**src/rtl/core/fifo_queue_with_search_defines.svh**
```systemverilog
// Assertion macros used by the queue's top-level RTL file.
`ifndef FIFO_QUEUE_WITH_SEARCH_DEFINES_SVH
`define FIFO_QUEUE_WITH_SEARCH_DEFINES_SVH

// Same-cycle implication, disabled while reset is asserted.
`define FQS_ASSERT_NOW(label, clk, rst_n, ante, cons) \
    label: assert property (@(posedge clk) disable iff (!rst_n) (ante) |-> (cons)) \
        else $error("fifo_queue_with_search: same-cycle check failed");

// Next-cycle implication, disabled while reset is asserted.
`define FQS_ASSERT_NEXT(label, clk, rst_n, ante, cons) \
    label: assert property (@(posedge clk) disable iff (!rst_n) (ante) |=> (cons)) \
        else $error("fifo_queue_with_search: next-cycle check failed");

`endif

```
**src/rtl/core/fqs_pkg.sv**
```systemverilog
// Types, codes and constants shared by the queue controller, datapath and top level.
`timescale 1ns / 1ps
package fqs_pkg;

    localparam int DEPTH_DEF = 16;
    localparam int DATA_W    = 32;
    localparam int MATCH_W   = 5;
    localparam logic [MATCH_W-1:0] MATCH_MAX = '1;

    typedef enum logic [1:0] {
        CMD_ENQ    = 2'd0,
        CMD_DEQ    = 2'd1,
        CMD_SEARCH = 2'd2,
        CMD_LIST   = 2'd3
    } t_cmd;

    typedef enum logic [1:0] {
        STAT_OK    = 2'd0,
        STAT_EMPTY = 2'd1,
        STAT_FULL  = 2'd2
    } t_status;

    typedef enum logic [3:0] {
        S_IDLE,
        S_DISPATCH,
        S_DEQ_OUT,
        S_SRCH,
        S_SRCH_END,
        S_SRCH_OUT,
        S_LIST_RD,
        S_LIST_PUSH
    } t_state;

    typedef enum logic [2:0] {
        PUSH_NONE,
        PUSH_FULL,
        PUSH_EMPTY,
        PUSH_ENQ_OK,
        PUSH_DEQ,
        PUSH_SEARCH,
        PUSH_LIST
    } t_push;

    // Commands from the controller to the datapath.
    typedef struct packed {
        logic  load;
        logic  enq_write;
        logic  empty_reset;
        logic  deq_rd;
        logic  deq_pop;
        logic  walk_init;
        logic  walk_rd;
        t_push push;
    } t_dp_ctrl;

    // Status from the datapath to the controller.
    typedef struct packed {
        t_cmd cmd;
        logic empty;
        logic full;
        logic walk_last;
        logic list_last;
        logic out_free;
    } t_dp_stat;

endpackage

```
**src/rtl/core/fqs_ctrl.sv**
```systemverilog
// Controller state machine that sequences each queue transaction.
`timescale 1ns / 1ps
module fqs_ctrl (
    input  logic               i_clk,
    input  logic               i_rst_n,
    input  logic               i_valid,
    output logic               o_stall,
    input  fqs_pkg::t_dp_stat  i_stat,
    output fqs_pkg::t_dp_ctrl  o_ctrl
);

    fqs_pkg::t_state r_state;
    fqs_pkg::t_state n_state;

    always_ff @(posedge i_clk) begin
        if (!i_rst_n) begin
            r_state <= fqs_pkg::S_IDLE;
        end else begin
            r_state <= n_state;
        end
    end

    always_comb begin
        n_state = r_state;
        o_ctrl  = '0;
        o_ctrl.push = fqs_pkg::PUSH_NONE;
        o_stall = (r_state != fqs_pkg::S_IDLE);
        unique case (r_state)
            fqs_pkg::S_IDLE: begin
                if (i_valid) begin
                    o_ctrl.load = 1'b1;
                    n_state     = fqs_pkg::S_DISPATCH;
                end
            end
            fqs_pkg::S_DISPATCH: begin
                unique case (i_stat.cmd)
                    fqs_pkg::CMD_ENQ: begin
                        if (i_stat.out_free) begin
                            if (i_stat.full) begin
                                o_ctrl.push = fqs_pkg::PUSH_FULL;
                            end else begin
                                o_ctrl.enq_write = 1'b1;
                                o_ctrl.push      = fqs_pkg::PUSH_ENQ_OK;
                            end
                            n_state = fqs_pkg::S_IDLE;
                        end
                    end
                    fqs_pkg::CMD_DEQ: begin
                        if (i_stat.empty) begin
                            if (i_stat.out_free) begin
                                o_ctrl.empty_reset = 1'b1;
                                o_ctrl.push        = fqs_pkg::PUSH_EMPTY;
                                n_state            = fqs_pkg::S_IDLE;
                            end
                        end else begin
                            o_ctrl.deq_rd = 1'b1;
                            n_state       = fqs_pkg::S_DEQ_OUT;
                        end
                    end
                    fqs_pkg::CMD_SEARCH, fqs_pkg::CMD_LIST: begin
                        if (i_stat.empty) begin
                            if (i_stat.out_free) begin
                                o_ctrl.push = fqs_pkg::PUSH_EMPTY;
                                n_state     = fqs_pkg::S_IDLE;
                            end
                        end else begin
                            o_ctrl.walk_init = 1'b1;
                            n_state = (i_stat.cmd == fqs_pkg::CMD_SEARCH) ?
                                      fqs_pkg::S_SRCH : fqs_pkg::S_LIST_RD;
                        end
                    end
                    default: n_state = fqs_pkg::S_IDLE;
                endcase
            end
            fqs_pkg::S_DEQ_OUT: begin
                if (i_stat.out_free) begin
                    o_ctrl.push    = fqs_pkg::PUSH_DEQ;
                    o_ctrl.deq_pop = 1'b1;
                    n_state        = fqs_pkg::S_IDLE;
                end
            end
            fqs_pkg::S_SRCH: begin
                o_ctrl.walk_rd = 1'b1;
                if (i_stat.walk_last) begin
                    n_state = fqs_pkg::S_SRCH_END;
                end
            end
            fqs_pkg::S_SRCH_END: begin
                n_state = fqs_pkg::S_SRCH_OUT;
            end
            fqs_pkg::S_SRCH_OUT: begin
                if (i_stat.out_free) begin
                    o_ctrl.push = fqs_pkg::PUSH_SEARCH;
                    n_state     = fqs_pkg::S_IDLE;
                end
            end
            fqs_pkg::S_LIST_RD: begin
                o_ctrl.walk_rd = 1'b1;
                n_state        = fqs_pkg::S_LIST_PUSH;
            end
            fqs_pkg::S_LIST_PUSH: begin
                if (i_stat.out_free) begin
                    o_ctrl.push = fqs_pkg::PUSH_LIST;
                    if (i_stat.list_last) begin
                        n_state = fqs_pkg::S_IDLE;
                    end else begin
                        o_ctrl.walk_rd = 1'b1;
                    end
                end
            end
            default: n_state = fqs_pkg::S_IDLE;
        endcase
    end

endmodule

```
**src/rtl/core/fqs_dp.sv**
```systemverilog
// Datapath of the queue: entry memory, pointers, walk counters and output register.
`timescale 1ns / 1ps
module fqs_dp #(
    parameter int DEPTH = fqs_pkg::DEPTH_DEF
) (
    input  logic                                i_clk,
    input  logic                                i_rst_n,
    input  logic [1:0]                          i_command,
    input  logic signed [fqs_pkg::DATA_W-1:0]   i_value,
    input  fqs_pkg::t_dp_ctrl                   i_ctrl,
    output fqs_pkg::t_dp_stat                   o_stat,
    output logic                                o_valid,
    input  logic                                i_stall,
    output logic [1:0]                          o_status,
    output logic signed [fqs_pkg::DATA_W-1:0]   o_item_value,
    output logic                                o_found,
    output logic [fqs_pkg::MATCH_W-1:0]         o_match_count,
    output logic                                o_last
);

    localparam int IW = (DEPTH > 1) ? $clog2(DEPTH) : 1;
    localparam int CW = $clog2(DEPTH + 1);
    localparam logic [IW-1:0] LAST_SLOT = IW'(DEPTH - 1);
    localparam logic [CW-1:0] FULL_OCC  = CW'(DEPTH);

    logic [fqs_pkg::DATA_W-1:0] mem [DEPTH];

    fqs_pkg::t_cmd               r_cmd;
    logic [fqs_pkg::DATA_W-1:0]  r_value;
    logic [IW-1:0]               r_head;
    logic [IW-1:0]               r_tail;
    logic [CW-1:0]               r_occ;
    logic [IW-1:0]               r_slot;
    logic [CW-1:0]               r_cnt;
    logic [fqs_pkg::MATCH_W-1:0] r_match;
    logic [fqs_pkg::DATA_W-1:0]  r_rd_data;
    logic                        r_rd_vld;
    logic                        r_out_valid;
    logic [1:0]                  r_out_status;
    logic [fqs_pkg::DATA_W-1:0]  r_out_item;
    logic                        r_out_found;
    logic [fqs_pkg::MATCH_W-1:0] r_out_match;
    logic                        r_out_last;

    logic                        rd_en;
    logic [IW-1:0]               rd_addr;
    logic                        out_free;

    function automatic logic [IW-1:0] next_slot(input logic [IW-1:0] s);
        next_slot = (s == LAST_SLOT) ? '0 : IW'(s + 1'b1);
    endfunction

    assign rd_en    = i_ctrl.deq_rd | i_ctrl.walk_rd;
    assign rd_addr  = i_ctrl.deq_rd ? r_head : r_slot;
    assign out_free = !r_out_valid || !i_stall;

    always_comb begin
        o_stat.cmd       = r_cmd;
        o_stat.empty     = (r_occ == '0);
        o_stat.full      = (r_occ >= FULL_OCC);
        o_stat.walk_last = (CW'(r_cnt + 1'b1) == r_occ);
        o_stat.list_last = (r_cnt == r_occ);
        o_stat.out_free  = out_free;
    end

    // Entry memory: one write port at the tail, one registered read port.
    always_ff @(posedge i_clk) begin
        if (i_ctrl.enq_write) begin
            mem[r_tail] <= r_value;
        end
    end

    always_ff @(posedge i_clk) begin
        if (rd_en) begin
            r_rd_data <= mem[rd_addr];
        end
    end

    // Transaction payload, held for the whole transaction.
    always_ff @(posedge i_clk) begin
        if (i_ctrl.load) begin
            r_value <= i_value;
        end
    end

    // Queue pointers, occupancy and walk state.
    always_ff @(posedge i_clk) begin
        if (!i_rst_n) begin
            r_cmd    <= fqs_pkg::CMD_ENQ;
            r_head   <= '0;
            r_tail   <= '0;
            r_occ    <= '0;
            r_slot   <= '0;
            r_cnt    <= '0;
            r_match  <= '0;
            r_rd_vld <= 1'b0;
        end else begin
            r_rd_vld <= rd_en;
            if (i_ctrl.load) begin
                r_cmd <= fqs_pkg::t_cmd'(i_command);
            end
            if (i_ctrl.enq_write) begin
                r_tail <= next_slot(r_tail);
                r_occ  <= CW'(r_occ + 1'b1);
            end
            if (i_ctrl.empty_reset) begin
                r_head <= '0;
                r_tail <= '0;
            end
            if (i_ctrl.deq_pop) begin
                r_occ <= CW'(r_occ - 1'b1);
                if (r_occ == CW'(1)) begin
                    r_head <= '0;
                    r_tail <= '0;
                end else begin
                    r_head <= next_slot(r_head);
                end
            end
            if (i_ctrl.walk_init) begin
                r_slot  <= r_head;
                r_cnt   <= '0;
                r_match <= '0;
            end
            if (i_ctrl.walk_rd) begin
                r_slot <= next_slot(r_slot);
                r_cnt  <= CW'(r_cnt + 1'b1);
            end
            if (r_rd_vld && r_cmd == fqs_pkg::CMD_SEARCH && r_rd_data == r_value &&
                r_match != fqs_pkg::MATCH_MAX) begin
                r_match <= r_match + 1'b1;
            end
        end
    end

    // Output register.
    always_ff @(posedge i_clk) begin
        if (!i_rst_n) begin
            r_out_valid <= 1'b0;
        end else if (i_ctrl.push != fqs_pkg::PUSH_NONE) begin
            r_out_valid <= 1'b1;
        end else if (!i_stall) begin
            r_out_valid <= 1'b0;
        end
    end

    always_ff @(posedge i_clk) begin
        if (i_ctrl.push != fqs_pkg::PUSH_NONE) begin
            r_out_status <= fqs_pkg::STAT_OK;
            r_out_item   <= '0;
            r_out_found  <= 1'b0;
            r_out_match  <= '0;
            r_out_last   <= 1'b1;
            unique case (i_ctrl.push)
                fqs_pkg::PUSH_FULL:   r_out_status <= fqs_pkg::STAT_FULL;
                fqs_pkg::PUSH_EMPTY:  r_out_status <= fqs_pkg::STAT_EMPTY;
                fqs_pkg::PUSH_DEQ:    r_out_item   <= r_rd_data;
                fqs_pkg::PUSH_SEARCH: begin
                    r_out_found <= (r_match != '0);
                    r_out_match <= r_match;
                end
                fqs_pkg::PUSH_LIST: begin
                    r_out_item <= r_rd_data;
                    r_out_last <= (r_cnt == r_occ);
                end
                default: r_out_status <= fqs_pkg::STAT_OK;
            endcase
        end
    end

    assign o_valid       = r_out_valid;
    assign o_status      = r_out_status;
    assign o_item_value  = r_out_item;
    assign o_found       = r_out_found;
    assign o_match_count = r_out_match;
    assign o_last        = r_out_last;

endmodule

```
**src/rtl/core/fifo_queue_with_search.sv**
```systemverilog
// Top level of the FIFO queue with search: controller, datapath and checks.
`timescale 1ns / 1ps
// This block is a first-in first-out queue of DEPTH signed 32-bit entries that
// takes one command per input transaction: enqueue, dequeue, search or list.
// Transactions are taken one at a time; the input stall is low only while the
// controller is idle, and a finished result waits in an output register, so
// the next transaction can be accepted while the previous result is still
// being held off by the downstream stall. Dequeue reads its entry through the
// single registered read port of the entry memory. Search and list walk the
// stored entries through that read port one entry per cycle, list only while
// the output is not stalled. List produces one result transaction per entry,
// with the last flag set on the final one. The entry memory needs no clearing
// after reset, since only occupied slots are ever read.
`include "fifo_queue_with_search_defines.svh"
module fifo_queue_with_search #(
    parameter int DEPTH = fqs_pkg::DEPTH_DEF
) (
    input  logic                                i_clk,
    input  logic                                i_rst_n,
    input  logic                                i_valid,
    output logic                                o_stall,
    input  logic [1:0]                          i_command,
    input  logic signed [fqs_pkg::DATA_W-1:0]   i_value,
    output logic                                o_valid,
    input  logic                                i_stall,
    output logic [1:0]                          o_status,
    output logic signed [fqs_pkg::DATA_W-1:0]   o_item_value,
    output logic                                o_found,
    output logic [fqs_pkg::MATCH_W-1:0]         o_match_count,
    output logic                                o_last
);

    // Commands from the controller and status back from the datapath.
    fqs_pkg::t_dp_ctrl w_ctrl;
    fqs_pkg::t_dp_stat w_stat;

    fqs_ctrl u_ctrl (
        .i_clk   (i_clk),
        .i_rst_n (i_rst_n),
        .i_valid (i_valid),
        .o_stall (o_stall),
        .i_stat  (w_stat),
        .o_ctrl  (w_ctrl)
    );

    fqs_dp #(
        .DEPTH (DEPTH)
    ) u_dp (
        .i_clk         (i_clk),
        .i_rst_n       (i_rst_n),
        .i_command     (i_command),
        .i_value       (i_value),
        .i_ctrl        (w_ctrl),
        .o_stat        (w_stat),
        .o_valid       (o_valid),
        .i_stall       (i_stall),
        .o_status      (o_status),
        .o_item_value  (o_item_value),
        .o_found       (o_found),
        .o_match_count (o_match_count),
        .o_last        (o_last)
    );

    // Once a transaction is taken, the block is busy in the following cycle.
    `FQS_ASSERT_NEXT(a_busy_after_accept, i_clk, i_rst_n, i_valid && !o_stall, o_stall)
    // The controller only loads the output register when it is free.
    `FQS_ASSERT_NOW(a_push_when_free, i_clk, i_rst_n, w_ctrl.push != fqs_pkg::PUSH_NONE, w_stat.out_free)
    // A full queue is never also reported as empty.
    `FQS_ASSERT_NOW(a_full_not_empty, i_clk, i_rst_n, w_stat.full, !w_stat.empty)
    // A dropped enqueue gives a single, data-free result.
    `FQS_ASSERT_NOW(a_full_result, i_clk, i_rst_n, o_valid && o_status == fqs_pkg::STAT_FULL, o_last && o_item_value == '0 && !o_found)

endmodule
```
**config.mk**
```make
export PLATFORM = sky130hd
export DESIGN_NAME = fifo_queue_with_search
export DESIGN_NICKNAME = d
export VERILOG_FILES = /design/src/rtl/core/fqs_pkg.sv /design/src/rtl/core/fqs_ctrl.sv /design/src/rtl/core/fqs_dp.sv /design/src/rtl/core/fifo_queue_with_search.sv
export VERILOG_INCLUDE_DIRS = /design/src /design/src/rtl/core
export SDC_FILE = /design/constraint.sdc
export NUM_CORES = 1
export LEC_CHECK = 0
export BUFFER_PORTS_ARGS = -buffer_cell sky130_fd_sc_hd__buf_2
export CORE_UTILIZATION = 30
export DETAILED_ROUTE_END_ITERATION = 10
export GPL_ROUTABILITY_DRIVEN = 0
export PLACE_DENSITY = 0.43
export SYNTH_ARGS = -nofsm -noshare
export SYNTH_HDL_FRONTEND = slang
export SYNTH_SLANG_ARGS = --single-unit
export TNS_END_PERCENT = 30
```
**constraint.sdc**
```tcl
create_clock -name i_clk -period 5.8 [get_ports i_clk]
set_input_delay 1.16 -clock i_clk [delete_from_list [all_inputs] [get_ports i_clk]]
set_output_delay 1.16 -clock i_clk [all_outputs]
set_load 0.01 [all_outputs]
```
==> flow_metrics.py <==
metrics = {
    "global_routing": {
        "gr-total-overflow": 0,
        "number_of_global_route_vias_before_repair": 18000,
        "busiest_layer": "met2",
        "antenna_violations_before_repair": 3,
        "use_met1": 0.248,
        "first_pass_grt_wire_length_um": 127000,
        "grt_use_met3": 0.0274,
        "aggregate_global_route_resource_usage": 0.178,
        "grt_start_max_net_pins": 136,
        "gr-usage-met2": 0.287,
    },
    "timing": {
        "fmax_mhz": 243,
        "fin_tns_setup_ps": 0,
        "min_period_over_period": 0.709,
        "report.final.setup_viol": 0,
        "setup_ws_ps": 1690,
        "finalHoldViolCount": 0,
        "slew_viols_final": 0,
        "rsz_0062_raised_after_global_routing": "false",
        "slew_headroom": 0.202,
        "clock-skew-final_ps": 29.4,
        "post-route-min-period_ps": 4110,
        "worst-slew-pin-transition_ps": 1190,
    },
    "yosys": {
        "post_synth_main_area_contributors": "sky130_fd_sc_hd__edfxtp_1 64%, sky130_fd_sc_hd__mux4_2 9.9%, sky130_fd_sc_hd__mux2i_1 2.9%, sky130_fd_sc_hd__dfxtp_1 2.4%, sky130_fd_sc_hd__nand2_1 1.8%",
        "most_used_flip_flop_cell_after_synthesis": "sky130_fd_sc_hd__edfxtp_1",
        "postSynthNetCount": 1968,
        "yosys_cell_types": 66,
        "number_of_synthesized_register_bits": 652,
        "synth.yosys.warnings": 0,
        "ys_seq_area_frac": 0.659,
        "syn-cell-area_um2": 29200,
        "synthCells": 1916,
        "syn_area_per_cell_um2": 15.2,
        "ys_async_sr_fraction": 0,
        "yosysTopAreaCell": "sky130_fd_sc_hd__edfxtp_1",
        "synth_enable_flop_cells": 617,
        "yosys_top_cell_area_share": 0.635,
    },
    "cts": {
        "cts_root_buffer": "sky130_fd_sc_hd__clkbuf_16",
        "numCtsBuffers": 79,
        "holdBufCountCts": 0,
        "htreeDepth": 3,
        "ctsLongestPathBuffers": 3,
        "worst_setup_hold_path_clk_slew_ps": 60,
        "clkSinkCount": 652,
        "insertion_delay_ps": 660,
        "cts_resized": 0,
        "tritoncts": "yes",
        "post-cts-setup-buffers": 0,
    },
    "cells_and_area": {
        "layout.cells.most_common": "sky130_fd_sc_hd__edfxtp_1",
        "area_growth_syn_to_layout_pct": 15.7,
        "postLayoutCoreUtil": 0.353,
        "multi_input_area_um2": 9350,
        "finalNetCount": 2046,
        "post-route-cell-area_um2": 33700,
        "layout_common_cells": "617 x sky130_fd_sc_hd__edfxtp_1, 138 x sky130_fd_sc_hd__nand2_1, 128 x sky130_fd_sc_hd__mux4_2",
        "fillers": 9184,
        "final-seq-area_um2": 19200,
        "drive_above_1_share": 0.223,
    },
    "power_and_ir_drop": {
        "total_switching_power_w": 0.00219,
        "worst_ir_drop_vdd_v": 0.000213,
        "p_int_w": 0.00814,
        "power.density_cell_area_nw_per_um2": 306,
        "power.leakage_nw": 10.8,
        "clock_power_share": 0.483,
        "power.switching_fraction": 0.212,
        "power_frac_seq": 0.503,
        "pwr-share-comb": 0.014,
    },
    "floorplanning": {
        "core_region_area_um2": 95600,
        "initial_core_util": 0.305,
        "io-pin-count": 81,
        "floorplan.die_area_um2": 98500,
        "core.rowCount": 113,
        "die-width_um": 314,
        "die_h_um": 314,
    },
    "routing": {
        "num_vias": 17700,
        "ant_nets_after_route": 0,
        "post_drt_via_cell_ratio": 5.32,
        "postRouteWirelength_um": 87900,
        "drc_errors": 0,
        "wl_per_cell_um": 26.4,
        "initialDrtViolationCount": 1579,
        "first_pass_iters": 5,
    },
    "placement": {
        "pre_cts_ws_ps": 1600,
        "dpl-instance-area_um2": 31200,
        "buffer_ports.inserted": 80,
        "detailed_place_hpwl_um": 50200,
    },
    "critical_path": {
        "worst-r2r-cell-count": 10,
        "worst_setup_path_end_kind": "register",
        "critPathMaxStageDelay_ps": 790,
        "category_of_the_critical_setup_timing_path": "reg -> reg",
        "timing.critical_path.arrival_ps": 4490,
        "worst-endpoint-required_ps": 6180,
        "critical_path.max_fanout": 135,
        "critical_path.startpoint_type": "register",
        "worst_path_max_delay_cell": "sky130_fd_sc_hd__buf_4",
        "worstPathCellList": "inv_1 -> ha_1 -> or4b_1 -> nand4b_1 -> buf_12 -> mux2i_4 -> buf_4 -> mux2i_1 -> o22ai_1 -> a211o_1",
    },
    "worst_hold_path": {
        "worst_hold_path_type": "reg -> reg",
        "timing.hold.worst_path_depth": 2,
    },
    "run_status": {
        "run_status": "completed",
    },
    "run": {
        "max-cap-violations": 0,
    },
}
[layer usage]
metal,vias to the layer above,share of wire
met5,-,0
met2,523,0.47
met1,9231,0.46
li1,7797,-
met3,130,0.049
met4,0,0.025
[power groups by stage]
stage          registers [W]  logic [W]  clock network, W
6_report             0.00520   0.000146           0.00498
4_1_cts              0.00520   0.000151           0.00512
5_1_grt              0.00520   0.000160           0.00528
3_5_place_dp         0.00530   0.000150                 0
3_3_place_gp         0.00530   0.000148                 0
2_1_floorplan        0.00530  0.0000594                 0
[final cells by class]
cell class / instances / area share
sequential: 652 / 0.570
multi-input combinational: 1102 / 0.277
clock buffer: 94 / 0.0615
tap: 1265 / 0.0469
timing repair buffer: 138 / 0.0266
clock inverter: 51 / 0.0152
inverter: 21 / 0.00234
antenna: 2 / 0.000148
[through the flow]
stage               instances  hold WS [ps]  power, W
CTS                      3323           525    0.0105
finish                   3325           531    0.0103
floorplan                1916           469   0.00536
global placement         3178           508   0.00544
detailed placement       3178           517   0.00545
global route             3323           556    0.0106
[cells in the mapped netlist, types with 5 or more instances]
master	number
sky130_fd_sc_hd__nor3_1	40
sky130_fd_sc_hd__edfxtp_1	617
sky130_fd_sc_hd__xor2_1	8
sky130_fd_sc_hd__nand2b_1	35
sky130_fd_sc_hd__nand4_1	13
sky130_fd_sc_hd__dfxtp_1	35
sky130_fd_sc_hd__and3_1	5
sky130_fd_sc_hd__ha_1	14
sky130_fd_sc_hd__nand3b_1	6
sky130_fd_sc_hd__o21ai_1	11
sky130_fd_sc_hd__inv_1	20
sky130_fd_sc_hd__o22ai_1	33
sky130_fd_sc_hd__a31oi_1	36
sky130_fd_sc_hd__mux2i_1	85
sky130_fd_sc_hd__buf_2	27
sky130_fd_sc_hd__clkbuf_1	90
sky130_fd_sc_hd__nand2_1	140
sky130_fd_sc_hd__a221oi_1	38
sky130_fd_sc_hd__mux2_2	35
sky130_fd_sc_hd__mux4_2	128
sky130_fd_sc_hd__nor2b_1	5
sky130_fd_sc_hd__nor2_1	38
sky130_fd_sc_hd__xnor2_1	37
sky130_fd_sc_hd__a2111o_1	11
sky130_fd_sc_hd__o21ai_0	64
sky130_fd_sc_hd__buf_4	6
sky130_fd_sc_hd__nand3_1	80
sky130_fd_sc_hd__and2_1	51
sky130_fd_sc_hd__buf_1	14
sky130_fd_sc_hd__a22oi_1	7
sky130_fd_sc_hd__nor4b_1	7
sky130_fd_sc_hd__a21oi_1	98
sky130_fd_sc_hd__nor4_1	5
sky130_fd_sc_hd__a211o_1	22
[logic make-up after synthesis]
family / Yosys count / synth area share
DFF: 652 / 0.659
and+or+nand+nor: 447 / 0.0784
AOI/OAI and AO/OA: 347 / 0.0772
muxes: 248 / 0.142
buffers and inverters: 162 / 0.0238
xor gates and xnor gates: 45 / 0.0135
adders and majority gates: 14 / 0.00601
other: 1 / 0.000129
[critical path: cells and delay by family (launching register included)]
family	cells	cell delay, ps
buffers and inverters	3	1400
AND/OR/NAND/NOR	2	840
multiplexers	2	600
flip-flops	1	390
AO/OA/AOI/OAI	2	360
adder cells (fa/ha/maj)	1	170
[final timing paths]
kind / slack, ps / from / endpoint
max: 1690 / u_dp.r_occ[1]$_SDFFE_PN0P_ / u_dp.r_rd_data[28]$_DFFE_PP_
min: 530 / u_dp.r_match[4]$_SDFFE_PN0P_ / u_dp.r_match[4]$_SDFFE_PN0P_
max reg2reg: 1690 / u_dp.r_occ[1]$_SDFFE_PN0P_ / u_dp.r_rd_data[28]$_DFFE_PP_
min reg2reg: 530 / u_dp.r_match[4]$_SDFFE_PN0P_ / u_dp.r_match[4]$_SDFFE_PN0P_
[flip-flops by register name (all words and copies together) (netlist names)]
register,count
u_dp.mem,512
u_dp.o_item_value,32
u_dp.r_rd_data,32
u_dp.r_value,32
u_dp.o_match_count,5
u_dp.r_cnt,5
u_dp.r_match,5
u_dp.r_occ,5
u_ctrl.r_state,4
u_dp.r_head,4
u_dp.r_slot,4
u_dp.r_tail,4
u_dp.o_status,2
u_dp.r_cmd,2
u_dp.o_found,1
u_dp.o_last,1
u_dp.o_valid,1
u_dp.r_rd_vld,1
No activity file was read; power rests on OpenSTA's default activity.
